==> config.mk <==
export PLATFORM = sky130hd
export DESIGN_NAME = usm_divider
export DESIGN_NICKNAME = d
export VERILOG_FILES = /design/src/design/usm_divider.sv
export SDC_FILE = /design/constraint.sdc
export NUM_CORES = 2
export LEC_CHECK = 0
export BUFFER_PORTS_ARGS = -buffer_cell sky130_fd_sc_hd__buf_2
export CORE_MARGIN = 8
export CORE_UTILIZATION = 33
export CTS_CLUSTER_SIZE = 24
export DETAILED_ROUTE_END_ITERATION = 16
export SLEW_MARGIN = 40
export SYNTH_ARGS = -nofsm -noshare
export SYNTH_HDL_FRONTEND = slang
export SYNTH_SLANG_ARGS = --single-unit
==> constraint.sdc <==
create_clock -name clk -period 6.18 [get_ports clk]
set_input_delay 1.236 -clock clk [delete_from_list [all_inputs] [get_ports clk]]
set_output_delay 1.236 -clock clk [all_outputs]
set_load 0.02 [all_outputs]
==> src/design/usm_divider.sv <==
`timescale 1ns / 1ps
// ============================================================================
// usm_divider
// Pipelined restoring divider, one quotient bit per stage.
// Dividend must stay below divisor * 2^QW for an exact result.
// ============================================================================
module usm_divider #(
    parameter int DW = 11,
    parameter int QW = 32
) (
    input  logic             clk,
    input  logic             en,
    input  logic [DW+QW-1:0] dividend,
    input  logic [DW-1:0]    divisor,
    output logic [QW-1:0]    quotient,
    output logic [DW-1:0]    remainder
);

    localparam int NW = DW + QW;

    logic [NW-1:0] rem_reg [QW];
    logic [QW-1:0] quo_reg [QW];
    logic [DW-1:0] dvs_reg [QW];

    for (genvar i = 0; i < QW; i++)
    begin : g_stage
        localparam int B = QW - 1 - i;
        logic [NW-1:0] rem_in;
        logic [QW-1:0] quo_in;
        logic [DW-1:0] dvs_in;
        logic [NW-1:0] shifted;
        logic          ge;

        if (i == 0)
        begin : g_first
            assign rem_in = dividend;
            assign quo_in = '0;
            assign dvs_in = divisor;
        end
        else
        begin : g_next
            assign rem_in = rem_reg[i-1];
            assign quo_in = quo_reg[i-1];
            assign dvs_in = dvs_reg[i-1];
        end

        // trial subtract of the shifted divisor
        assign shifted = NW'(dvs_in) << B;
        assign ge      = (rem_in >= shifted);

        always_ff @(posedge clk)
        begin
            if (en)
            begin
                rem_reg[i] <= ge ? (rem_in - shifted) : rem_in;
                quo_reg[i] <= quo_in | (QW'(ge) << B);
                dvs_reg[i] <= dvs_in;
            end
        end
    end

    assign quotient  = quo_reg[QW-1];
    assign remainder = rem_reg[QW-1][DW-1:0];

endmodule

* Word-level counts from Yosys, hierarchy flattened *
Memory sizes are Yosys's and may differ from the RTL's.
Index checks and enable logic that the tools add are counted.
W data, S select, Z words.

operators by class
  multiply operators = 0
  shift operators = 0
  $add $sub $neg = 32
  div/mod/pow operators = 0
  bitwise logic cells = 31
  eq/ne operators = 0
  reductions and logical operators = 0
  multiplexer cells = 34
  $lt $le $gt $ge = 32

operators by type and width
  operator          number
  $mux W43          32
  $ge A43 B11 Y1    1
  $ge A43 B12 Y1    1
  $ge A43 B13 Y1    1
  $ge A43 B14 Y1    1
  $ge A43 B15 Y1    1
  $ge A43 B16 Y1    1
  $ge A43 B17 Y1    1
  $ge A43 B18 Y1    1
  $ge A43 B19 Y1    1
  $ge A43 B20 Y1    1
  $ge A43 B21 Y1    1
  $ge A43 B22 Y1    1
  $ge A43 B23 Y1    1
  $ge A43 B24 Y1    1
  $ge A43 B25 Y1    1
  $ge A43 B26 Y1    1
  $ge A43 B27 Y1    1
  $ge A43 B28 Y1    1
  $ge A43 B29 Y1    1
  $ge A43 B30 Y1    1
  $ge A43 B31 Y1    1
  $ge A43 B32 Y1    1
  $ge A43 B33 Y1    1
  other kinds (73)  74

storage, ports and cells
  flip-flop bits (word level) = 0
  output and inout port bits = 43
  latch bits = 0
  RAM bits = 2752
  ROM bits = 0
  word-level logic and storage cells = 132
  input port bits = 56
  memories = 3

memory list
  memory   words  bits a word  rd ports  clocked after Yosys merged registers in  wr ports  RTL line  source
  rem_reg  32     43           32        0                                        32        21        logic [NW-1:0] rem_reg [QW];
  quo_reg  32     32           32        0                                        32        22        logic [QW-1:0] quo_reg [QW];
  dvs_reg  32     11           31        0                                        32        23        logic [DW-1:0] dvs_reg [QW];

* Depth between registers and ports, before layout *
An unclocked memory read counts as a cell.

  word-level depth = 3
  depth in mapped cells = 14
  mapped depth without buffers = 12

* Worst setup path before layout *
No wires, ideal clock.

  path type = reg2reg
  start = memory rem_reg[6][31] (netlist bit)
  end = memory rem_reg[6][52] (netlist bit) (data pin)
  buffers on the path = 3
  clock period less this slack = 3.309 ns
  data required time = 5.920 ns
  setup time = 0.260 ns
  cell stages (with the launch flop) = 10
  arrival time = 3.049 ns
  slack = 2.871 ns
  cells stage by stage = edfxtp_1 or4_1 buf_2 or4_4 or3_4 nor3_1 or3b_1 buf_2 buf_6 mux2_4

RTL lines
  element             RTL line
  start: declaration  21

==> results.md <==
* First-pass GRT wire length at between 300 and 400 mm
* Fillers at between 20,000 and 30,000
* Leakage at around 40 nW
* Logic pwr share at between 20 and 25%
* Main combinational cell family by area after synthesis: simple AND/OR/NAND/NOR gates
* Wirelength, routed at 206 mm
* Hold Path Cell Cnt at 0
* Cell taking the most area after synthesis: edfxtp_1
* Slew margin rel. at 35.0%
* Hold buffers post-CTS at 0
* Cells along the critical path: nor4_2 > or3b_1 > or4_1 > or4_1 > nand4_1 > a31oi_4 > buf_4 > nor4b_1 > xor2_1
* Critical Path Source Type: flip-flop
* CORE AREA at slightly below 300,000 µm²
* Placed inst area at between 100,000 and 150,000 µm²
* Synth Area in Adders at under 10%
* Die area at 316,000 µm²
* Tmin final at between 4 and 5 ns
* Top delay family on crit path: simple AND/OR/NAND/NOR gates
* I/O pin count at between 90 and 100
* First-pass iteration count of the detailed router at 6
* WL per Instance at approximately 18 µm
* # nets final at roughly 7,900
* Hold_ws at around 0.33 ns
* Max reg flops at 1,344
* PwrDens at around 390 nW/µm²
* Global-route total usage across every layer at about 13%
* Slew @ Worst Pin at 0.965 ns
* Layout cells sized above 1 at ~9%
* CP startpoint: rem_reg[7][22]$_DFFE_PP_
* Met2 Usage GRT at 23.2%
* Worst r2r src: rem_reg[7][22]$_DFFE_PP_
* R2r endpoint: rem_reg[7][85]$_DFFE_PP_
* Synth Flop Type: edfxtp_1
* Final-report max-slew violation count at 0
* Critical Path Most Common Cell: or4_1
* Max incr delay on CP at just over 0.8 ns
* Net Sw Frac at 28.5%
* IO buf count at 98
* Number of synthesized flops with an enable pin at 2,213
* CTS H-tree depth at 4
* Final core occ at 37.7%
* DIE HEIGHT at around 560 µm
* Synth Area in Compound Gates at 6.71%
* Crit-path max FO at 26
* VDD IR max at 0.291 mV
* Switching power at roughly 12 mW
* DRT antenna net count at 0
* Final hold vios at 0
* Worst path depth at 9
* Crit path arrival time at between 4 and 5 ns
* GP Congestion at 0.873
* CTS tree: built
* Clock insertion delay at the later pin of the skew report at about 0.93 ns
* Syn nets at approximately 7,600
* CP max-delay cell: or4_1
* Setup TNS at 0 ns
* GRT busiest layer: met2
* Via count at between 50,000 and 60,000
* Vias in the first global route at ~57,000
* Fraction of the mapped netlist area in simple logic gates at 11.2%
* DPL Wire Length at ~150 mm
* WP buf/inv at 1
* Syn_area_per_cell at about 14 µm²
* Internal at about 31 mW
* Fin cells at between 10,000 and 15,000
* Largest net degree at the start of global routing at 172
* Clock transition at the registers of the reported paths at approximately 0.06 ns
* Worst reg2reg setup slack at 2.08 ns
* Sink Count at approximately 2,200
* R2r worst-path depth at 9
* Worst Hold Launch: quo_reg[0][63]$_DFFE_PP_
* Highest clock rate at 0.244 GHz
* CP Class: flip-flop to flip-flop
* CP endpoint kind: flip-flop
* Synth cell types at a little under 90
* Post-CTS Setup Inserts at 0
* Max cap viols at 0
* Worst Clk Skew at about 0.12 ns
* CTS resizes at 0
* Synth area leaders: edfxtp_1 68%, ha_1 4.5%, xor2_1 3.2%, xnor2_1 2.9%, inv_1 1.9%
* Cell count after synthesis at slightly above 7,000
* Initial antenna violation count at 8
* Starting DRC count in detailed routing at roughly 4,000
* Ys async rst share at 0%
* Rows at 200
* Grt total ovfl at 0
* CTS Buf Count at roughly 230
* RSZ-0062 raised after global routing: no
* GR met3 Demand/Resource at about 1.7%
* Die Width at 562 µm
* Cell Area, Synth at 98,400 µm²
* CTS root buf: clkbuf_16
* Top-area cell type share of the netlist area at around 68%
* Clk pwr share at 31.6%
* Sequential share of the synthesized area at 67.5%
* Seq cells post-synth at 2,213
* Initial core utilization at approximately a third
* Ys Warns at 0
* # DRC at 0
* Critical Path RT at between 6 and 7 ns
* Layout overhead on the synthesized area at 13.6%
* Met1 usage in global routing at 15.0%
* Vias/cell at 4.92
* Hold EP: quo_reg[0][95]$_DFFE_PP_
* Fin crit share at about two thirds
* Seq pwr share at between 40% and 50%
* Clock Path Buffers at 4
* Final Setup Violations at 0
* Dpl cells at roughly 11,000
* Synth Area in XOR/XNOR at approximately 6.0%
* HP Class: flip-flop to flip-flop
* Status: finished clean
* Mux cell area share after synthesis at under 10%
* Post-route cell area at 112,000 µm²
[cells in the mapped netlist (12+ instances only)]
cell type and number:
edfxtp_1 2213, inv_1 492, nor2_1 479, nand2_1 377
xor2_1 354, ha_1 352, a21oi_1 346, xnor2_1 322
o21ai_0 277, nor3_1 239, nor4_1 214, nand3_1 117
a21o_1 92, or3_1 92, clkbuf_1 91, nand2b_1 87
or4_1 84, nand4_1 78, nor2b_1 76, o21a_1 76
mux2_2 75, and3_1 34, or2_2 34, fa_1 32
o31ai_1 31, nor4b_1 30, a31oi_1 29, nand4b_1 29
a211oi_1 25, nand3b_1 22, o21bai_1 22, o31a_1 22
a21boi_0 20, nor3b_1 20, o211ai_1 20, a211o_1 12
and2_1 12, o41ai_1 12
[worst max-delay path by stage]
| stage | slack (ns) | endpoint |
|---|---|---|
| after floorplan | 2.87 | rem_reg[6][52]$_DFFE_PP_ |
| after global placement | 1.84 | rem_reg[0][40]$_DFFE_PP_ |
| after detailed placement | 2.10 | rem_reg[7][69]$_DFFE_PP_ |
| after CTS | 2.09 | rem_reg[7][85]$_DFFE_PP_ |
| after global routing | 1.85 | rem_reg[7][85]$_DFFE_PP_ |
| final | 2.08 | rem_reg[7][85]$_DFFE_PP_ |
[routing by layer]
metal  vias up  share of wire (%)
met3       405                4.0
met4         4                3.6
met2      1237                 51
li1      27400                  -
met5         -              0.011
met1     27700                 41
[through the flow]
step / power (mW) / setup WS [ns]
after floorplan: 27.0 / 2.87
after global placement: 29.7 / 1.84
after detailed placement: 29.9 / 2.10
after CTS: 43.9 / 2.09
final: 43.4 / 2.08
after global routing: 45.6 / 1.85
[cell type report]
| type | instances | area, µm² | area share, % |
|---|---|---|---|
| Antenna cell | 2 | 5.00 | 0.00448 |
| Inverter | 493 | 1850 | 1.66 |
| Timing Repair Buffer | 161 | 1230 | 1.10 |
| Clock buffer | 269 | 6010 | 5.38 |
| Sequential cell | 2213 | 66500 | 59.5 |
| Tap cell | 3939 | 4930 | 4.41 |
| Clock inverter | 146 | 1490 | 1.34 |
| Multi-Input combinational cell | 4307 | 29800 | 26.6 |
[power by group through the flow]
stage	sequential [mW]	combinational, mW	clock, mW
floorplan	20.5	6.51	0
global placement	21.1	8.55	0
detailed placement	21.2	8.75	0
CTS	20.9	8.83	14.1
global route	21.1	9.86	14.7
finish	20.9	8.84	13.7
[cell usage in the layout (no fill, tap or decap), types with 28 or more instances in the layout]
cell type	n
fa_1	32
nor4_1	208
nor2b_1	76
o21a_1	76
nand4_1	78
buf_2	98
a21o_1	92
nand3_1	114
or2_2	34
nor3_1	235
edfxtp_1	2213
inv_1	492
buf_4	43
and3_1	32
mux2_2	75
nor4b_1	29
clkinv_1	43
o21ai_0	277
xor2_1	354
or4_1	83
nand2b_1	86
clkbuf_16	235
xnor2_1	322
a31oi_1	28
nand2_1	376
clkinv_2	47
o31ai_1	31
ha_1	352
a21oi_1	346
nand4b_1	29
nor2_1	479
clkbuf_1	34
or3_1	91
[kinds of logic after synthesis]
logic type                 after synthesis
and+or+nand+nor                       2090
muxes                                   89
DFF                                   2213
buffers and inverters                  603
AOI/OAI and AO/OA                     1068
adders and majority gates              384
xor gates and xnor gates               676
[worst register-to-register path, delay by kind of cell, from the launching register on]
family	cells	cell delay (ns)
compound gates	1	0.14
xor+xnor	1	0.10
buf+inv	1	0.35
flops	1	0.43
simple gates	6	2.82
Note: power is estimated with default switching activity, not from simulation.
