--- src/design/usm_out_buf.sv ---
`timescale 1ns / 1ps
// ============================================================================
// usm_out_buf
// Two-entry output buffer that parts the pipeline from the result receiver.
// ============================================================================
module usm_out_buf #(
    parameter int W = 8
) (
    input  logic         clk,
    input  logic         rst_n,
    input  logic         push,
    input  logic [W-1:0] push_data,
    output logic         full,
    output logic         m_valid,
    input  logic         m_ready,
    output logic [W-1:0] m_data
);

    logic [1:0]   count_reg;
    logic         wr_ptr_reg;
    logic         rd_ptr_reg;
    logic [W-1:0] mem_reg [2];
    logic         pop;

    assign pop     = m_valid && m_ready;
    assign full    = (count_reg == 2'd2);
    assign m_valid = (count_reg != 2'd0);
    assign m_data  = mem_reg[rd_ptr_reg];

    // pointers and fill count
    always_ff @(posedge clk or negedge rst_n)
    begin
        if (!rst_n)
        begin
            count_reg  <= '0;
            wr_ptr_reg <= 1'b0;
            rd_ptr_reg <= 1'b0;
        end
        else
        begin
            if (push)
            begin
                wr_ptr_reg <= ~wr_ptr_reg;
            end
            if (pop)
            begin
                rd_ptr_reg <= ~rd_ptr_reg;
            end
            count_reg <= count_reg + 2'(push) - 2'(pop);
        end
    end

    // storage
    always_ff @(posedge clk)
    begin
        if (push)
        begin
            mem_reg[wr_ptr_reg] <= push_data;
        end
    end

endmodule

--- config.mk ---
export PLATFORM = sky130hd
export DESIGN_NAME = usm_out_buf
export DESIGN_NICKNAME = d
export VERILOG_FILES = /design/src/design/usm_out_buf.sv
export SDC_FILE = /design/constraint.sdc
export NUM_CORES = 1
export LEC_CHECK = 0
export BUFFER_PORTS_ARGS = -buffer_cell sky130_fd_sc_hd__buf_2
export CAP_MARGIN = 10
export CORE_MARGIN = 4
export CORE_UTILIZATION = 49
export CTS_CLUSTER_DIAMETER = 40
export DETAILED_ROUTE_END_ITERATION = 16
export MAX_ROUTING_LAYER = met4
export PLACE_DENSITY_LB_ADDON = 0.2
export SLEW_MARGIN = 20
export SYNTH_ARGS = -nofsm -noshare
export SYNTH_HDL_FRONTEND = slang
export SYNTH_SLANG_ARGS = --single-unit
export TNS_END_PERCENT = 5
--- constraint.sdc ---
create_clock -name clk -period 1.8 [get_ports clk]
set_clock_uncertainty 0.05 [all_clocks]
set_input_delay 0.18 -clock clk [delete_from_list [all_inputs] [get_ports clk]]
set_output_delay 0.18 -clock clk [all_outputs]
set_load 0.01 [all_outputs]
After elaboration in Yosys (flattened, before gate mapping)
Memory sizes are Yosys's and may differ from the RTL's.
Cells that the tools add are included.
W data, S select, Z words.
{ "word_totals": {"regBits": 4, "elab_cells": 13, "inputBits": 12, "out_inout_bits": 10, "n_memories": 1, "mem_bits_rw": 16} }
{ "memory_table": {"columns": ["memory", "depth", "width", "rd", "rd_clocked_by_memory_dff", "write_ports", "line_no", "rtl"], "rows": [
  ["mem_reg", 2, 8, 1, 0, 1, "22", "logic [W-1:0] mem_reg [2];"]
]} }
{ "op_classes": {"n_eq_ne": 1, "bitwise": 2, "mux": 2, "reduce_logical": 2, "add_sub_neg": 2} }
{ "op_table": {"columns": ["cell", "count"], "rows": [
  ["$add A2 B1 Y2", 1],
  ["$eq A2 B2 Y1 const B", 1],
  ["$mux W1", 2],
  ["$not A1 Y1", 2],
  ["$reduce_bool A2 Y1", 1],
  ["$sub A2 B1 Y2", 1],
  ["$logic_and A1 B1 Y1", 1]
]} }

Longest topological paths before layout
Gate-level depths: netlist of run 1.
{ "logic_depth": {"ltp_word": 3, "depth_mapped": 6, "ltp_nobuf": 6} }

Worst setup path before layout of run 1
Ideal clock, no wire load.
{ "synth_path": {"path_type": "reg-to-reg", "startpoint": "register count_reg[0]", "endpoint": "register count_reg[1]", "synth_period_minus_slack_ns": 1.466, "arrival_time_ns": 1.293, "stages_incl_launch_ff": 7, "slack_ns": 0.334, "path_buffers": 0, "cell_sequence": "dfrtp_1 > o21a_1 > ha_1 > inv_1 > ha_1 > xnor2_1 > xnor2_1"} }
{ "synth_via": {"elab_chain_cells": 3, "elab_cells_between_ends": 4, "cone_classes": "2 x add/sub; 2 x reduce/logical"} }
{ "synth_rtl": {"columns": ["item", "line_no", "rtl"], "rows": [
  ["from (decl)", "19", "logic [1:0] count_reg;"],
  ["from (signal assigned)", "49", "count_reg <= count_reg + 2'(push) - 2'(pop);"],
  ["$reduce_bool A2 Y1", "27", "assign m_valid = (count_reg != 2'd0);"],
  ["$logic_and A1 B1 Y1", "25", "assign pop = m_valid && m_ready;"],
  ["net pop", "23", "logic pop;"],
  ["$sub A2 B1 Y2", "49", null]
]} }
The timed path passes the listed nets, and every way through them passes these cells.
A chain may end at the register's enable or synchronous reset.

Worst setup path in the final report of run 1
{ "layout_path": {"startpoint": "register rd_ptr_reg", "endpoint": "output m_data[2]"} }
{ "layout_via": {"elab_chain_cells": 1} }
{ "layout_rtl": {"columns": ["item", "line_no", "rtl"], "rows": [
  ["from (decl)", "21", "logic rd_ptr_reg;"],
  ["from (signal assigned)", "47", "rd_ptr_reg <= ~rd_ptr_reg;"],
  ["$mem_v2 Z2 W8", null, null],
  ["to (decl)", "16", "output logic [W-1:0] m_data"]
]} }
No other way between the ends.

==> results of run 1 <==
[through the flow]
stage / setup slack, ns / util [%] / std cells / cell area, um^2 / hold slack [ns]
after floorplan: 0.334 / - / 42 / 812 / -0.166
after global placement: 0.300 / 60.6 / 79 / 933 / -0.0571
after detailed placement: 0.272 / 60.6 / 79 / 933 / -0.0576
after CTS: 0.0894 / 62.9 / 84 / 970 / 0.0155
after global routing: 0.0516 / 62.9 / 84 / 970 / 0.00408
final: 0.122 / 62.9 / 84 / 970 / 0.0241
[final timing paths]
check                      slack [ns]  depth (start not counted)              startpoint                      end
min in group asynchronous        0.19                          2                   rst_n   rd_ptr_reg$_DFFE_PN0P_
min reg2reg                      0.44                          1  wr_ptr_reg$_DFFE_PN0P_   wr_ptr_reg$_DFFE_PN0P_
max reg2reg                      0.26                          6  count_reg[0]$_DFF_PN0_   count_reg[1]$_DFF_PN0_
min                              0.02                          1            push_data[4]  mem_reg[1][4]$_DFFE_PP_
max                              0.12                          2  rd_ptr_reg$_DFFE_PN0P_                m_data[2]
max in group asynchronous        1.39                          2                   rst_n   wr_ptr_reg$_DFFE_PN0P_
[power breakdown]
group / leakage, nW / internal [mW] / total (mW) / switching [mW]
sequential: 0.197 / 0.630 / 0.731 / 0.101
clock: 0.0154 / 0.0804 / 0.207 / 0.127
combinational: 0.208 / 0.292 / 0.495 / 0.203
total: 0.420 / 1.00 / 1.43 / 0.430
[worst max-delay path, stage by stage, from the launching register on]
cell,delay (ns)
dfrtp_1,0.68
mux2_4,0.34
buf_2,0.14
[cells in the final DEF (no fill, tap or decap), types with 2 or more instances in the layout]
cell type,synthesis,final
xnor2_1,2,2
buf_2,0,21
nor2b_1,2,2
dfrtp_1,4,4
edfxtp_1,16,16
ha_1,2,2
inv_1,2,2
mux2_4,8,8
clkbuf_4,0,3
xor2_1,2,2
[cell type report]
cell class	count	share of cell area, %
clock buffers	3	2.32
flip-flops and latches	20	59.9
repair buffers	23	12.6
clock inverters	1	0.387
multi-input cells	19	21.9
inverters	2	0.774
well taps	16	2.06
[cells by family after synthesis]
kind of cell / after synthesis
AO/OA/AOI/OAI: 1
XOR/XNOR: 4
flip-flops: 20
adder cells (fa/ha/maj): 2
multiplexers: 8
AND/OR/NAND/NOR: 4
buffers and inverters: 3
[layer usage]
layer  part of all wire (%)  vias to the layer above  track usage [%]
met4                   0.69                        0             4.04
li1                       -                      207                -
met2                     54                        9             19.8
met5                      0                        -                -
met3                    4.6                        2             1.84
met1                     41                      194             11.5
==> results.py, run 1 <==
metrics = {
    "outcome": {
        "status": "finished clean",
    },
    "synth": {
        "synth_compound_area_share_pct": 0.924,
        "ys_seq_area_share_pct": 71.5,
        "synth_area_leaders": "edfxtp_1 (59%), mux2_4 (15%), dfrtp_1 (12%), ha_1 (3.1%), xnor2_1 (2.2%)",
        "async_reset_ff_share_pct": 20.0,
        "synth_cell_types": 12,
        "yosysMostFrequentCell": "edfxtp_1",
        "ys_warn_count": 0,
        "yosys.area.top_type": "edfxtp_1",
        "synth_area_um2": 812,
        "muxShareOfSynthArea_pct": 14.8,
        "synth_flop_cell": "edfxtp_1",
        "synth-adder-area-share_pct": 3.08,
        "synth_top_family_by_area": "multiplexers",
        "yosys.area_share.simple_pct": 3.08,
        "syn_avg_cell_area_um2": 19.3,
        "syn-num-nets": 56,
        "synthCells": 42,
        "synth_enable_flop_cells": 16,
        "yosys-top-cells-count": "edfxtp_1 (16), mux2_4 (8), dfrtp_1 (4)",
        "yosys.area_share.xor_xnor_pct": 4.31,
        "synth_top_area_share_pct": 59.2,
        "ys_ff_latch": 20,
    },
    "global_route": {
        "overflow": 0,
        "grt_max_degree": 12,
        "grt_pass1_vias": 443,
        "grt_antenna_before_repair": 0,
        "grt_pass1_wl_um": 1950,
        "grt_use_total_pct": 10.8,
    },
    "placement": {
        "hpwl_um": 809,
        "port_buffers": 21,
        "gp_congestion": 0.689,
    },
    "route": {
        "drtIter0Drc": 0,
        "vias": 412,
        "drcViolationCount": 0,
        "wire_per_inst_um": 13.9,
        "drt_first_pass_iters": 1,
        "vias_per_cell": 4.90,
        "drt_wl_total_um": 1160,
        "ant_nets": 0,
    },
    "cts": {
        "post_cts_buffers": 0,
        "insertion_delay_ns": 0.29,
        "path_clk_slew_ns": 0.11,
        "cts.sinks": 20,
        "clockBufferDepth": 2,
        "cts_hold_buf": 1,
        "cts_resized": 0,
        "cts_tree": "done",
        "cts_htree_levels": 1,
        "clock-root-buffer": "clkbuf_4",
        "cts_buffers": 3,
    },
    "sta": {
        "hold_viol": 0,
        "relSlewSlack_pct": 65.8,
        "setup_viol": 0,
        "fin_crit_ns": 1.68,
        "fin_crit_sh_pct": 93.2,
        "timing.fmax_mhz": 596,
        "tns_ns": 0,
        "rsz0062_at_grt": "no",
        "finalMaxSlewViolations": 0,
        "tightest_slew_ns": 0.513,
    },
    "worst_setup_path": {
        "cp_max_fo": 9,
        "critPathCaptureType": "output port",
        "critPathArrivalTime_ns": 1.45,
        "path_class": "reg2out",
        "start_kind": "register",
        "worstPathRequired_ns": 1.57,
    },
    "cells_and_area": {
        "multi_input_area_um2": 213,
        "syn_to_final_growth_pct": 19.4,
        "ff_latch_area_um2": 581,
        "diodes": 0,
        "drive_gt1_share_pct": 50.0,
        "fin_nets": 83,
        "fillers": 129,
        "largest_reg_flops": 16,
    },
    "worst_hold_path": {
        "hold_path.class": "in2reg",
    },
    "die": {
        "dieHeight_um": 48.7,
        "ios": 22,
        "core_um2": 1540,
        "chipWidth_um": 48.7,
        "start_util_pct": 52.7,
        "die-area_um2": 2370,
        "rows": 14,
    },
    "pwr": {
        "irDropWorstVdd_mv": 0.687,
        "total_power_mw": 1.43,
        "powerDensity_nw_per_um2": 1480,
        "p_leak_nw": 0.420,
    },
    "run": {
        "maxCapViolCount": 0,
    },
}
(Power assumes the default switching activity.)
==> run 2: changes to the inputs <==
--- a/config.mk
+++ b/config.mk
@@ -9,6 +9,7 @@
 export CAP_MARGIN = 10
 export CORE_MARGIN = 4
 export CORE_UTILIZATION = 49
+export CTS_BUF_LIST = sky130_fd_sc_hd__clkbuf_16
 export CTS_CLUSTER_DIAMETER = 40
 export DETAILED_ROUTE_END_ITERATION = 16
 export MAX_ROUTING_LAYER = met4
==> results.py, run 2 (synthesis gave the netlist of run 1 again) <==
metrics = {
    "outcome": {
        "status": "finished clean",
    },
    "cells_and_area": {
        "syn_to_final_growth_pct": 25.9,
        "fillers": 121,
        "ff_latch_area_um2": 581,
        "layout_common_cells": "buf_2 (21), edfxtp_1 (16), mux2_4 (8)",
        "multi_input_area_um2": 213,
        "drive_gt1_share_pct": 50.0,
        "diodes": 0,
        "fin_nets": 83,
        "largest_reg_flops": 16,
        "final_common_cell": "buf_2",
    },
    "placement": {
        "gp_congestion": 0.689,
        "port_buffers": 21,
        "hpwl_um": 809,
    },
    "sta": {
        "fin_crit_sh_pct": 90.1,
        "tns_ns": 0,
        "relSlewSlack_pct": 65.4,
        "hold_viol": 0,
        "finalMaxSlewViolations": 0,
        "setup_viol": 0,
        "fin_crit_ns": 1.62,
        "timing.fmax_mhz": 616,
        "rsz0062_at_grt": "no",
        "tightest_slew_ns": 0.519,
    },
    "cts": {
        "clock-root-buffer": "clkbuf_16",
        "cts_buffers": 3,
        "cts_htree_levels": 1,
        "cts_hold_buf": 1,
        "cts_resized": 0,
        "post_cts_buffers": 0,
        "clockBufferDepth": 2,
        "cts.sinks": 20,
        "insertion_delay_ns": 0.25,
        "cts_tree": "done",
        "path_clk_slew_ns": 0.05,
    },
    "worst_setup_path": {
        "start_kind": "register",
        "critPathArrivalTime_ns": 1.39,
        "regToRegEndpoint": "count_reg[1]$_DFF_PN0_",
        "rr_worst_depth": 6,
        "path_class": "reg2out",
        "worstPathRequired_ns": 1.57,
        "critPathCaptureType": "output port",
        "ff2ff_setup_slack_ns": 0.27,
        "reg2reg_from": "count_reg[0]$_DFF_PN0_",
        "cp_max_fo": 9,
    },
    "die": {
        "rows": 14,
        "core_um2": 1540,
        "dieHeight_um": 48.7,
        "chipWidth_um": 48.7,
        "start_util_pct": 52.7,
        "ios": 22,
        "die-area_um2": 2370,
    },
    "route": {
        "drt_first_pass_iters": 1,
        "vias_per_cell": 4.85,
        "vias": 407,
        "drt_wl_total_um": 1180,
        "drcViolationCount": 0,
        "drtIter0Drc": 0,
        "ant_nets": 0,
        "wire_per_inst_um": 14.0,
    },
    "global_route": {
        "grt_antenna_before_repair": 0,
        "met3_usage_pct": 2.76,
        "grt-busiest-layer": "met2",
        "grt_pass1_vias": 446,
        "grt_use_total_pct": 11.0,
        "met1_usage_pct": 11.5,
        "met2_usage_pct": 19.8,
        "grt_max_degree": 12,
        "grt_pass1_wl_um": 1970,
        "overflow": 0,
    },
    "pwr": {
        "powerDensity_nw_per_um2": 1640,
        "irDropWorstVdd_mv": 0.802,
        "total_power_mw": 1.67,
        "p_leak_nw": 0.443,
    },
    "worst_hold_path": {
        "hold_path.class": "in2reg",
        "holdPathEnd": "mem_reg[1][4]$_DFFE_PP_",
        "whs_path_depth": 1,
        "min_from": "push_data[4]",
    },
    "run": {
        "maxCapViolCount": 0,
    },
}
## run 2: power by group
part           switching, mW  total (mW)  internal (mW)  leakage [nW]
combinational          0.203       0.495          0.293         0.208
sequential             0.101       0.733          0.632         0.197
clock                  0.150       0.445          0.295        0.0385
total                  0.454        1.67           1.22         0.443
## run 2: area by class of cell
type	count	area share (%)
repair buffers	23	12.0
clock buffers	3	7.34
clock inverters	1	0.367
inverters	2	0.734
multi-input cells	19	20.8
flip-flops and latches	20	56.8
well taps	16	1.96
## run 2: metrics by stage
step	setup slack (ns)	instance area [um^2]	utilization (%)	cells	hold WS [ns]
2_1_floorplan	0.334	812	-	42	-0.166
3_3_place_gp	0.300	933	60.6	79	-0.0571
3_5_place_dp	0.272	933	60.6	79	-0.0576
4_1_cts	0.159	1020	66.3	84	0.0689
5_1_grt	0.131	1020	66.3	84	0.0668
6_report	0.178	1020	66.3	84	0.0713
## run 2: layer usage
layer,share of wire [%],vias to the layer above
met2,54,9
met3,4.4,2
met4,0.68,0
met1,41,192
met5,0,-
li1,-,204
## run 2: worst max-delay path by stage
| stage | startpoint | end | slack [ns] | cells past startpoint |
|---|---|---|---|---|
| 6_report | rd_ptr_reg$_DFFE_PN0P_ | m_data[2] | 0.18 | 2 |
| 5_1_grt | rd_ptr_reg$_DFFE_PN0P_ | m_data[1] | 0.13 | 2 |
| 4_1_cts | rd_ptr_reg$_DFFE_PN0P_ | m_data[2] | 0.16 | 2 |
| 3_5_place_dp | count_reg[0]$_DFF_PN0_ | count_reg[1]$_DFF_PN0_ | 0.27 | 6 |
| 3_3_place_gp | count_reg[0]$_DFF_PN0_ | count_reg[1]$_DFF_PN0_ | 0.30 | 6 |
| 2_1_floorplan | count_reg[0]$_DFF_PN0_ | count_reg[1]$_DFF_PN0_ | 0.33 | 6 |
## run 2: critical path: stages (launching register included)
cell	delay (ns)
dfrtp_1	0.66
mux2_4	0.34
buf_2	0.14
