`src/design/usm_delay.sv`:
```
`timescale 1ns / 1ps
// ============================================================================
// usm_delay
// Stallable delay line for sideband data with a valid bit per stage.
// ============================================================================
module usm_delay #(
    parameter int W     = 8,
    parameter int DEPTH = 4
) (
    input  logic         clk,
    input  logic         rst_n,
    input  logic         en,
    input  logic         in_valid,
    input  logic [W-1:0] in_data,
    output logic         out_valid,
    output logic [W-1:0] out_data
);

    logic [DEPTH-1:0] valid_reg;
    logic [W-1:0]     data_reg [DEPTH];

    // valid chain
    always_ff @(posedge clk or negedge rst_n)
    begin
        if (!rst_n)
        begin
            valid_reg <= '0;
        end
        else if (en)
        begin
            valid_reg <= {valid_reg[DEPTH-2:0], in_valid};
        end
    end

    // data chain, no reset
    always_ff @(posedge clk)
    begin
        if (en)
        begin
            data_reg[0] <= in_data;
            for (int i = 1; i < DEPTH; i++)
            begin
                data_reg[i] <= data_reg[i-1];
            end
        end
    end

    assign out_valid = valid_reg[DEPTH-1];
    assign out_data  = data_reg[DEPTH-1];

endmodule

```
`config.mk`:
```
export PLATFORM = sky130hd
export DESIGN_NAME = usm_delay
export DESIGN_NICKNAME = d
export VERILOG_FILES = /design/src/design/usm_delay.sv
export SDC_FILE = /design/constraint.sdc
export NUM_CORES = 1
export LEC_CHECK = 0
export BUFFER_PORTS_ARGS = -buffer_cell sky130_fd_sc_hd__buf_2
export CAP_MARGIN = 30
export CORE_MARGIN = 8
export CORE_UTILIZATION = 45
export DETAILED_ROUTE_END_ITERATION = 16
export GPL_TIMING_DRIVEN = 1
export PLACE_DENSITY = 0.69
export SKIP_CTS_REPAIR_TIMING = 1
export SLEW_MARGIN = 15
export SYNTH_ARGS = -nofsm -noshare
export SYNTH_HDL_FRONTEND = slang
export SYNTH_SLANG_ARGS = --single-unit
```
`constraint.sdc`:
```
create_clock -name clk -period 0.9 [get_ports clk]
set_clock_uncertainty 0.05 [all_clocks]
set_input_delay 0.18 -clock clk [delete_from_list [all_inputs] [get_ports clk]]
set_output_delay 0.18 -clock clk [all_outputs]
set_load 0.005 [all_outputs]
```
## Yosys cells after proc, flatten, opt, wreduce, memory -nomap -nowiden

Memory sizes are Yosys's and may differ from the RTL's.
Index checks and enable logic that the tools add are counted.

| storage, ports and cells | value |
|---|---|
| register bits after elaboration | 4 |
| RAM bits | 32 |
| input port bits | 12 |
| output and inout bits | 9 |
| word-level logic and storage cells | 4 |
| memories | 1 |

Memory list:

| name | words | bits a word | read ports | clocked after memory_dff | wr ports | RTL line | source |
|---|---|---|---|---|---|---|---|
| data_reg | 4 | 8 | 4 | 0 | 4 | 20 | `logic [W-1:0] data_reg [DEPTH];` |

| operators by class | value |
|---|---|
| mux-type cells | 2 |

Operators by type and width:

| kind | number |
|---|---|
| $mux 1 | 2 |

## Longest topological paths before layout

Gate-level depths: netlist of run 1.

| logic depth | value |
|---|---|
| depth in word-level cells | 2 |
| mapped depth | 1 |
| gate-level depth less buffers | 1 |

## Worst setup path before layout of run 1

Ideal clock, no wire load.

| timing path | value |
|---|---|
| kind | register -> register |
| start | reg valid_reg[3] (netlist name) |
| end | reg valid_reg[3] |
| setup time | 0.125 ns |
| arrival time | 0.612 ns |
| data required time | 0.725 ns |
| slack | 0.113 ns |
| cell stages (with the launch flop) | 2 |
| buffers on the path | 0 |
| period minus slack after synthesis | 0.787 ns |
| cell sequence | dfrtp_1 -> mux2_2 |

RTL lines:

| element | RTL line | source |
|---|---|---|
| end signal: assignment | 31 | `valid_reg <= {valid_reg[DEPTH-2:0], in_valid};` |
| end: declaration | 19 | `logic [DEPTH-1:0] valid_reg;` |

## Worst setup path after layout of run 1

| timing path | value |
|---|---|
| start | reg valid_reg[3] |
| end | out out_valid |

RTL lines:

| element | RTL line | source |
|---|---|---|
| end: declaration | 15 | `output logic out_valid,` |

No word-level cell between the ends.

==> results of run 1 <==
==> layout make-up <==
type / instances / area, um2
clock buffer: 8 / 58.8
fill: 180 / 990
multi-input combinational: 4 / 45.0
sequential: 36 / 1060
tap: 30 / 37.5
timing repair buffer: 31 / 218
==> stage by stage <==
stage | std cells | util, % | total power [W] | instance area (um2) | setup WS (ps)
after floorplan | 40 | - | 0.00206 | 1110 | 113
after global placement | 92 | 52.8 | 0.00216 | 1270 | 9.59
after detailed placement | 92 | 52.8 | 0.00217 | 1270 | -3.80
after CTS | 100 | 55.2 | 0.00302 | 1330 | -191
after global routing | 109 | 58.9 | 0.00316 | 1420 | -236
final | 109 | 58.9 | 0.00301 | 1420 | -167
==> worst min-delay path by stage <==
stage / startpoint / endpoint / depth (start not counted) / slack [ps]
2_1_floorplan: rst_n / valid_reg[0]$_DFFE_PN0P_ / 0 / -170
5_1_grt: in_valid / valid_reg[0]$_DFFE_PN0P_ / 2 / 10
3_5_place_dp: rst_n / valid_reg[0]$_DFFE_PN0P_ / 1 / -60
3_3_place_gp: rst_n / valid_reg[0]$_DFFE_PN0P_ / 1 / -60
4_1_cts: rst_n / valid_reg[3]$_DFFE_PN0P_ / 1 / -430
6_report: in_valid / valid_reg[0]$_DFFE_PN0P_ / 2 / 30
==> report_power, final <==
group	total (W)	internal, W	switching [W]
clock network	0.000852	0.000385	0.000467
logic	0.000161	0.0000980	0.0000634
registers	0.00200	0.00196	0.0000339
total	0.00301	0.00245	0.000564
==> cell families (layout without fill, tap and decap cells) <==
| logic type | Yosys count | in the layout | synth area share [%] |
|---|---|---|---|
| buffers and inverters | 0 | 39 | 0 |
| multiplexers | 4 | 4 | 4.07 |
| flip-flops | 36 | 36 | 95.9 |
==> metal layers <==
metal  up-vias  track usage (%)
li1        234                -
met1       212             6.16
met2        24             9.10
met3         6             6.29
met5         -                0
met4         0             6.54
==> placed cells by master, fill, tap and decap left out <==
master and n:
sky130_fd_sc_hd__mux2_2 4, sky130_fd_sc_hd__buf_2 20, sky130_fd_sc_hd__clkbuf_8 1, sky130_fd_sc_hd__clkbuf_4 5
sky130_fd_sc_hd__buf_4 1, sky130_fd_sc_hd__dlygate4sd3_1 9, sky130_fd_sc_hd__edfxtp_1 32, sky130_fd_sc_hd__dfrtp_1 4
sky130_fd_sc_hd__clkbuf_1 2, sky130_fd_sc_hd__buf_12 1
==> summary.md, run 1 <==
| Metric | Value |
|---|---|
| Vias after detailed routing | `476` |
| Buf/Inv on CP | `1` |
| Post-CTS clock slew at the launch and capture registers of the worst setup and hold paths | `100 ps` |
| Hold Fails Final Rpt | `0` |
| Setup slack of the most critical reg-to-reg path | `roughly 90 ps` |
| Critical path capture point type | `primary output` |
| Peak ir drop on the vdd network | `1.33 mV` |
| Shortest clock period the worst path allows after layout | `1070 ps` |
| Wire length on met2 | `556 um` |
| Final Hold Slack | `~30 ps` |
| Final global-route overflow total | `0` |
| Peak fanout along the critical path | `2` |
| Power density relative to cell area | `2120 nW/um2` |
| Area of the mapped netlist | `roughly 1100 um2` |
| Syn Area/Cell | `between 20 and 30 um2` |
| Number of warnings printed during yosys synthesis | `0` |
| Detailed Place HPWL | `791 um` |
| Horizontal die dimension | `between 60 and 70 um` |
| Met3 Wirelength | `163 um` |
| Path type of the worst min-delay path | `primary input to flop` |
| Post-detailed-route count of antenna-violating nets | `0` |
| Sum of routed wire segments on met1 | `509 um` |
| Nature of the critical path startpoint | `flop` |
| R2R cell count | `1` |
| Post-DR wirelength/cell | `11.8 um` |
| Stage delay of the slowest cell on the critical path | `roughly 380 ps` |
| Worst-Margin Slew | `approximately 160 ps` |
| Critical path, cell by cell | `buf_2` |
| Source of the worst register-to-register timing path | `valid_reg[0]$_DFFE_PN0P_` |
| Register bit count reported by yosys | `36` |
| Fraction of final layout cells with drive strength greater than 1 | `40.5%` |
| Number of antenna violations at the first check in global routing | `0` |
| Quantity of I/O buffers inserted on ports | `20` |
| Ranking of synthesized cells by instance count | `sky130_fd_sc_hd__edfxtp_1 (32), sky130_fd_sc_hd__dfrtp_1 (4), sky130_fd_sc_hd__mux2_2 (4)` |
| Total number of clock tree sinks | `36` |
| Register area share after synthesis | `95.9%` |
| Cell types with the largest area share after synthesis | `sky130_fd_sc_hd__edfxtp_1 (87%), sky130_fd_sc_hd__dfrtp_1 (9.0%), sky130_fd_sc_hd__mux2_2 (4.1%)` |
| Main flop type after synthesis | `sky130_fd_sc_hd__edfxtp_1` |
| Maximum number of pins on one net before global-route repair | `25` |
| Total length of routed wires | `1280 um` |
| Clock tree from TritonCTS | `yes` |
| Number of instances in the synthesized netlist | `40` |
| Async set or reset register ratio after synthesis | `11.1%` |
| Setup crit start | `valid_reg[3]$_DFFE_PN0P_` |
| Cell family with most CP delay | `flip-flops` |
| Worst endpoint data arrival time | `840 ps` |
| Max capacitance violation total | `0` |
| Total number of nets in the final design | `90` |
| Number of enable flip-flop cells after synthesis | `32` |
| Number of inserted diodes | `0` |
| RSZ-0062 raised after global routing | `yes` |
| Net count after synthesis | `52` |
| Post-route setup slack | `-167 ps` |
| Final weighted congestion in routability-driven placement | `0.648` |
| Area share of the largest cell type after synthesis | `86.9%` |
| Number of design-rule violations left by the first detailed-router iteration | `7` |
| Number of buffers inserted during clock tree synthesis | `5` |
| Uppermost routed layer | `met4` |
| DR vias/cell | `4.37` |
| Max-slew headroom | `between 80% and 90%` |
| Peak Freq | `937 MHz` |
| Buffers from clock root to sink, at most | `2` |
| Setup TNS after final layout | `-1380 ps` |
| Number of stages on the worst setup path | `1` |
| Total number of placement rows | `18` |
| Dominant cell type by area after synthesis | `sky130_fd_sc_hd__edfxtp_1` |
| Area grow syn2layout | `28.4%` |
| Status | `finished, violations left` |
| Latest clock arrival within the worst-skew pair | `330 ps` |
| Number of design rule violations left after detail routing | `0` |
| WS Path Type | `flop to primary output` |
| Die Y | `65.6 um` |
| Clk root buf | `sky130_fd_sc_hd__clkbuf_4` |
| Violated checks | `setup timing` |
| End of the worst register-to-register path | `valid_reg[1]$_DFFE_PN0P_` |
| Most used standard cell by instance count after synthesis | `sky130_fd_sc_hd__edfxtp_1` |
| Number of global-route vias before repair | `487` |
| Critical Path Slowest Stage Cell | `sky130_fd_sc_hd__dfrtp_1` |
| Area of the placeable core | `2410 um2` |
| Final count of pins violating max slew | `0` |
| Die ar. | `about 4300 um2` |
| Leakage component of the power | `0.539 nW` |
| Number of H-tree levels | `2` |
| Crit path required time | `670 ps` |
| Number of I/O pins | `21` |
| Final period util | `119%` |
| Final setup violation count | `9` |
| Distinct cells, synth | `3` |
| GRT Total Usage | `6.92%` |
| Number of flip-flops under the largest register name | `32` |
| First-pass GRT wire length | `1990 um` |
| Capture point of the worst path | `out_valid` |
| Starting utilization of the core area | `45.9%` |
| Number of detailed-routing iterations run before antenna repair | `2` |
Power figures use the tool's default switching activity.
==> run 2: changes to the inputs <==
==> constraint.sdc (replaced) <==
create_clock -name clk -period 1.19 [get_ports clk]
set_clock_uncertainty 0.05 [all_clocks]
set_input_delay 0.238 -clock clk [delete_from_list [all_inputs] [get_ports clk]]
set_output_delay 0.238 -clock clk [all_outputs]
set_load 0.005 [all_outputs]
==> run 2 against run 1 <==
The run now ends clean. Flip-flop and latch count unchanged. First-iteration DRC count did not move. Count of clock-buffer cells in the layout decreased by 3. Final area fell by 6.7%. Global-route usage decreased by 0.39 points. Critical path type unchanged. Critical endpoint unchanged. Largest cell class unchanged. Largest power group unchanged.
==> summary.md, run 2 (same netlist as run 1, synthesis figures left out) <==
| Metric | Value |
|---|---|
| Status | `finished, final reports clean (was finished, violations left)` |
| Die Y | `65.6 um (unchanged)` |
| Post-detailed-route count of antenna-violating nets | `0 (unchanged)` |
| Final design instance area without fill | `1330 um2 (was 1420 um2)` |
| Sw frac | `19.4% (was 18.7%)` |
| Number of I/O pins | `21 (unchanged)` |
| Number of inserted diodes | `0 (unchanged)` |
| Area after detailed placement | `1260 um2 (was 1270 um2)` |
| Maximum number of pins on one net before global-route repair | `33 (was 25)` |
| Clock tree from TritonCTS | `yes (unchanged)` |
| Path type of the worst min-delay path | `primary input to flop (unchanged)` |
| Commonest non-fill, non-tap cells in the layout | `sky130_fd_sc_hd__edfxtp_1 (32), sky130_fd_sc_hd__buf_2 (20), sky130_fd_sc_hd__clkbuf_4 (5) (was sky130_fd_sc_hd__edfxtp_1 (32), sky130_fd_sc_hd__buf_2 (20), sky130_fd_sc_hd__dlygate4sd3_1 (9))` |
| WS Path Type | `flop to primary output (unchanged)` |
| Total number of clock tree sinks | `36 (unchanged)` |
| Internal cell power | `0.00176 W (was 0.00245 W)` |
| First-pass GRT wire length | `2030 um (was 1990 um)` |
| Final weighted congestion in routability-driven placement | `0.618 (was 0.648)` |
| Quantity of I/O buffers inserted on ports | `20 (unchanged)` |
| Number of flip-flops under the largest register name | `32 (unchanged)` |
| Latest clock arrival within the worst-skew pair | `320 ps (was 330 ps)` |
| Setup TNS after final layout | `0 ps (was -1380 ps)` |
| Final setup violation count | `0 (was 9)` |
| Cell family with most CP delay | `flip-flops (unchanged)` |
| Shortest clock period the worst path allows after layout | `1130 ps` |
| RSZ-0062 raised after global routing | `yes (unchanged)` |
| Area grow syn2layout | `19.8% (was 28.4%)` |
| Final Hold Slack | `43.6 ps (was 29.6 ps)` |
| Final count of pins violating max slew | `0 (unchanged)` |
| Crit path required time | `900 ps (was 670 ps)` |
| Post-CTS clock slew at the launch and capture registers of the worst setup and hold paths | `100 ps (about the same)` |
| Number of H-tree levels | `2 (unchanged)` |
| Total number of nets in the final design | `81 (was 90)` |
| Total number of placement rows | `18 (unchanged)` |
| Utilization after layout | `55.0% (was 58.9%)` |
| Peak fanout along the critical path | `2 (unchanged)` |
| Total length of routed wires | `1230 um (was 1280 um)` |
| Number of antenna violations at the first check in global routing | `0 (unchanged)` |
| Fraction of final layout cells with drive strength greater than 1 | `45.7% (was 40.5%)` |
| Vias after detailed routing | `451 (was 476)` |
| Worst slack after detailed placement | `210 ps (was -3.80 ps)` |
| Clock power frac | `25.9% (was 28.3%)` |
| Switching power | `0.000422 W (was 0.000564 W)` |
| DR vias/cell | `4.51 (was 4.37)` |
| Most frequent standard cell in the layout excluding fill and tap cells | `sky130_fd_sc_hd__edfxtp_1 (unchanged)` |
| Buffers from clock root to sink, at most | `2 (unchanged)` |
| Peak Freq | `884 MHz` |
| Hold Fails Final Rpt | `0 (unchanged)` |
| Nature of the critical path startpoint | `flop (unchanged)` |
| Critical Path Slowest Stage Cell | `sky130_fd_sc_hd__dfrtp_1 (unchanged)` |
| Die ar. | `4300 um2 (unchanged)` |
| Final global-route overflow total | `0 (unchanged)` |
| Max capacitance violation total | `0 (unchanged)` |
| Final period util | `between 90 and 100%` |
| Critical path, cell by cell | `buf_2 (unchanged)` |
| Number of design rule violations left after detail routing | `0 (unchanged)` |
| Stage delay of the slowest cell on the critical path | `400 ps (was 380 ps)` |
| Critical path capture point type | `primary output (unchanged)` |
| Relative contribution of combinational cells to total power | `4.6% (was 5.4%)` |
| Detailed Place HPWL | `816 um (was 791 um)` |
| Number of buffers inserted during clock tree synthesis | `5 (unchanged)` |
| Max-slew headroom | `89.1% (was 89.6%)` |
| GRT Total Usage | `6.53% (was 6.92%)` |
| Area of the placeable core | `2410 um2 (unchanged)` |
| Worst endpoint data arrival time | `840 ps (about the same)` |
| Buf/Inv on CP | `1 (unchanged)` |
| Leakage component of the power | `0.501 nW (was 0.539 nW)` |
| Number of detailed-routing iterations run before antenna repair | `4 (was 2)` |
| Number of global-route vias before repair | `506 (was 487)` |
| Peak ir drop on the vdd network | `0.956 mV (was 1.33 mV)` |
| Number of design-rule violations left by the first detailed-router iteration | `7 (unchanged)` |
| Post-route setup slack | `59.1 ps (was -167 ps)` |
| Clk root buf | `sky130_fd_sc_hd__clkbuf_4 (unchanged)` |
| Post-DR wirelength/cell | `12.3 um (was 11.8 um)` |
| Sequential cell fraction of total power | `69.5% (was 66.3%)` |
| Worst-Margin Slew | `164 ps (was 156 ps)` |
| Power density relative to cell area | `1640 nW/um2 (was 2120 nW/um2)` |
| Starting utilization of the core area | `45.9% (unchanged)` |
| Horizontal die dimension | `65.6 um (unchanged)` |
[run 2: cell count changes in the layout (fill, tap and decap cells not counted)]
cell                            delta
sky130_fd_sc_hd__clkinv_1          +1
sky130_fd_sc_hd__clkbuf_8          -1
sky130_fd_sc_hd__dlygate4sd3_1     -8
sky130_fd_sc_hd__clkinv_2          +2
sky130_fd_sc_hd__buf_4             -1
sky130_fd_sc_hd__clkbuf_1          -2
[run 2: metal layers]
layer	GRT usage (%)	vias up	wire (um)
met1	6.71	205	548
met4	5.72	0	33
met2	9.47	24	531
met3	3.57	5	117
met5	0	-	0
li1	-	217	-
[run 2: worst paths after layout]
kind,to,cells past startpoint,startpoint,slack [ps]
worst max-delay path,out_valid,1,valid_reg[3]$_DFFE_PN0P_,60
worst min-delay path,data_reg[0][1]$_DFFE_PP_,1,in_data[1],40
worst max register to register,valid_reg[3]$_DFFE_PN0P_,1,valid_reg[3]$_DFFE_PN0P_,380
worst min register to register,data_reg[3][3]$_DFFE_PP_,0,data_reg[2][3]$_DFFE_PP_,370
max in group asynchronous,valid_reg[1]$_DFFE_PN0P_,2,rst_n,780
min in group asynchronous,valid_reg[3]$_DFFE_PN0P_,2,rst_n,190
[run 2: area by class of cell]
class,instances,area [um2]
clock buffer,5,37.5
clock inverter,3,13.8
fill,202,1080
multi-input combinational,4,45.0
sequential,36,1060
tap,30,37.5
timing repair buffer,22,130
[run 2: metrics by stage]
step	power (W)	cells
6_report	0.00218	100
5_1_grt	0.00229	100
4_1_cts	0.00221	99
3_5_place_dp	0.00164	91
3_3_place_gp	0.00163	91
2_1_floorplan	0.00156	40
[run 2: power groups by stage]
stage          combinational, W  clock (W)  sequential (W)
2_1_floorplan         0.0000227          0         0.00154
3_3_place_gp          0.0000962          0         0.00154
3_5_place_dp           0.000102          0         0.00154
4_1_cts                0.000101   0.000595         0.00151
5_1_grt                0.000113   0.000653         0.00152
6_report               0.000100   0.000565         0.00151
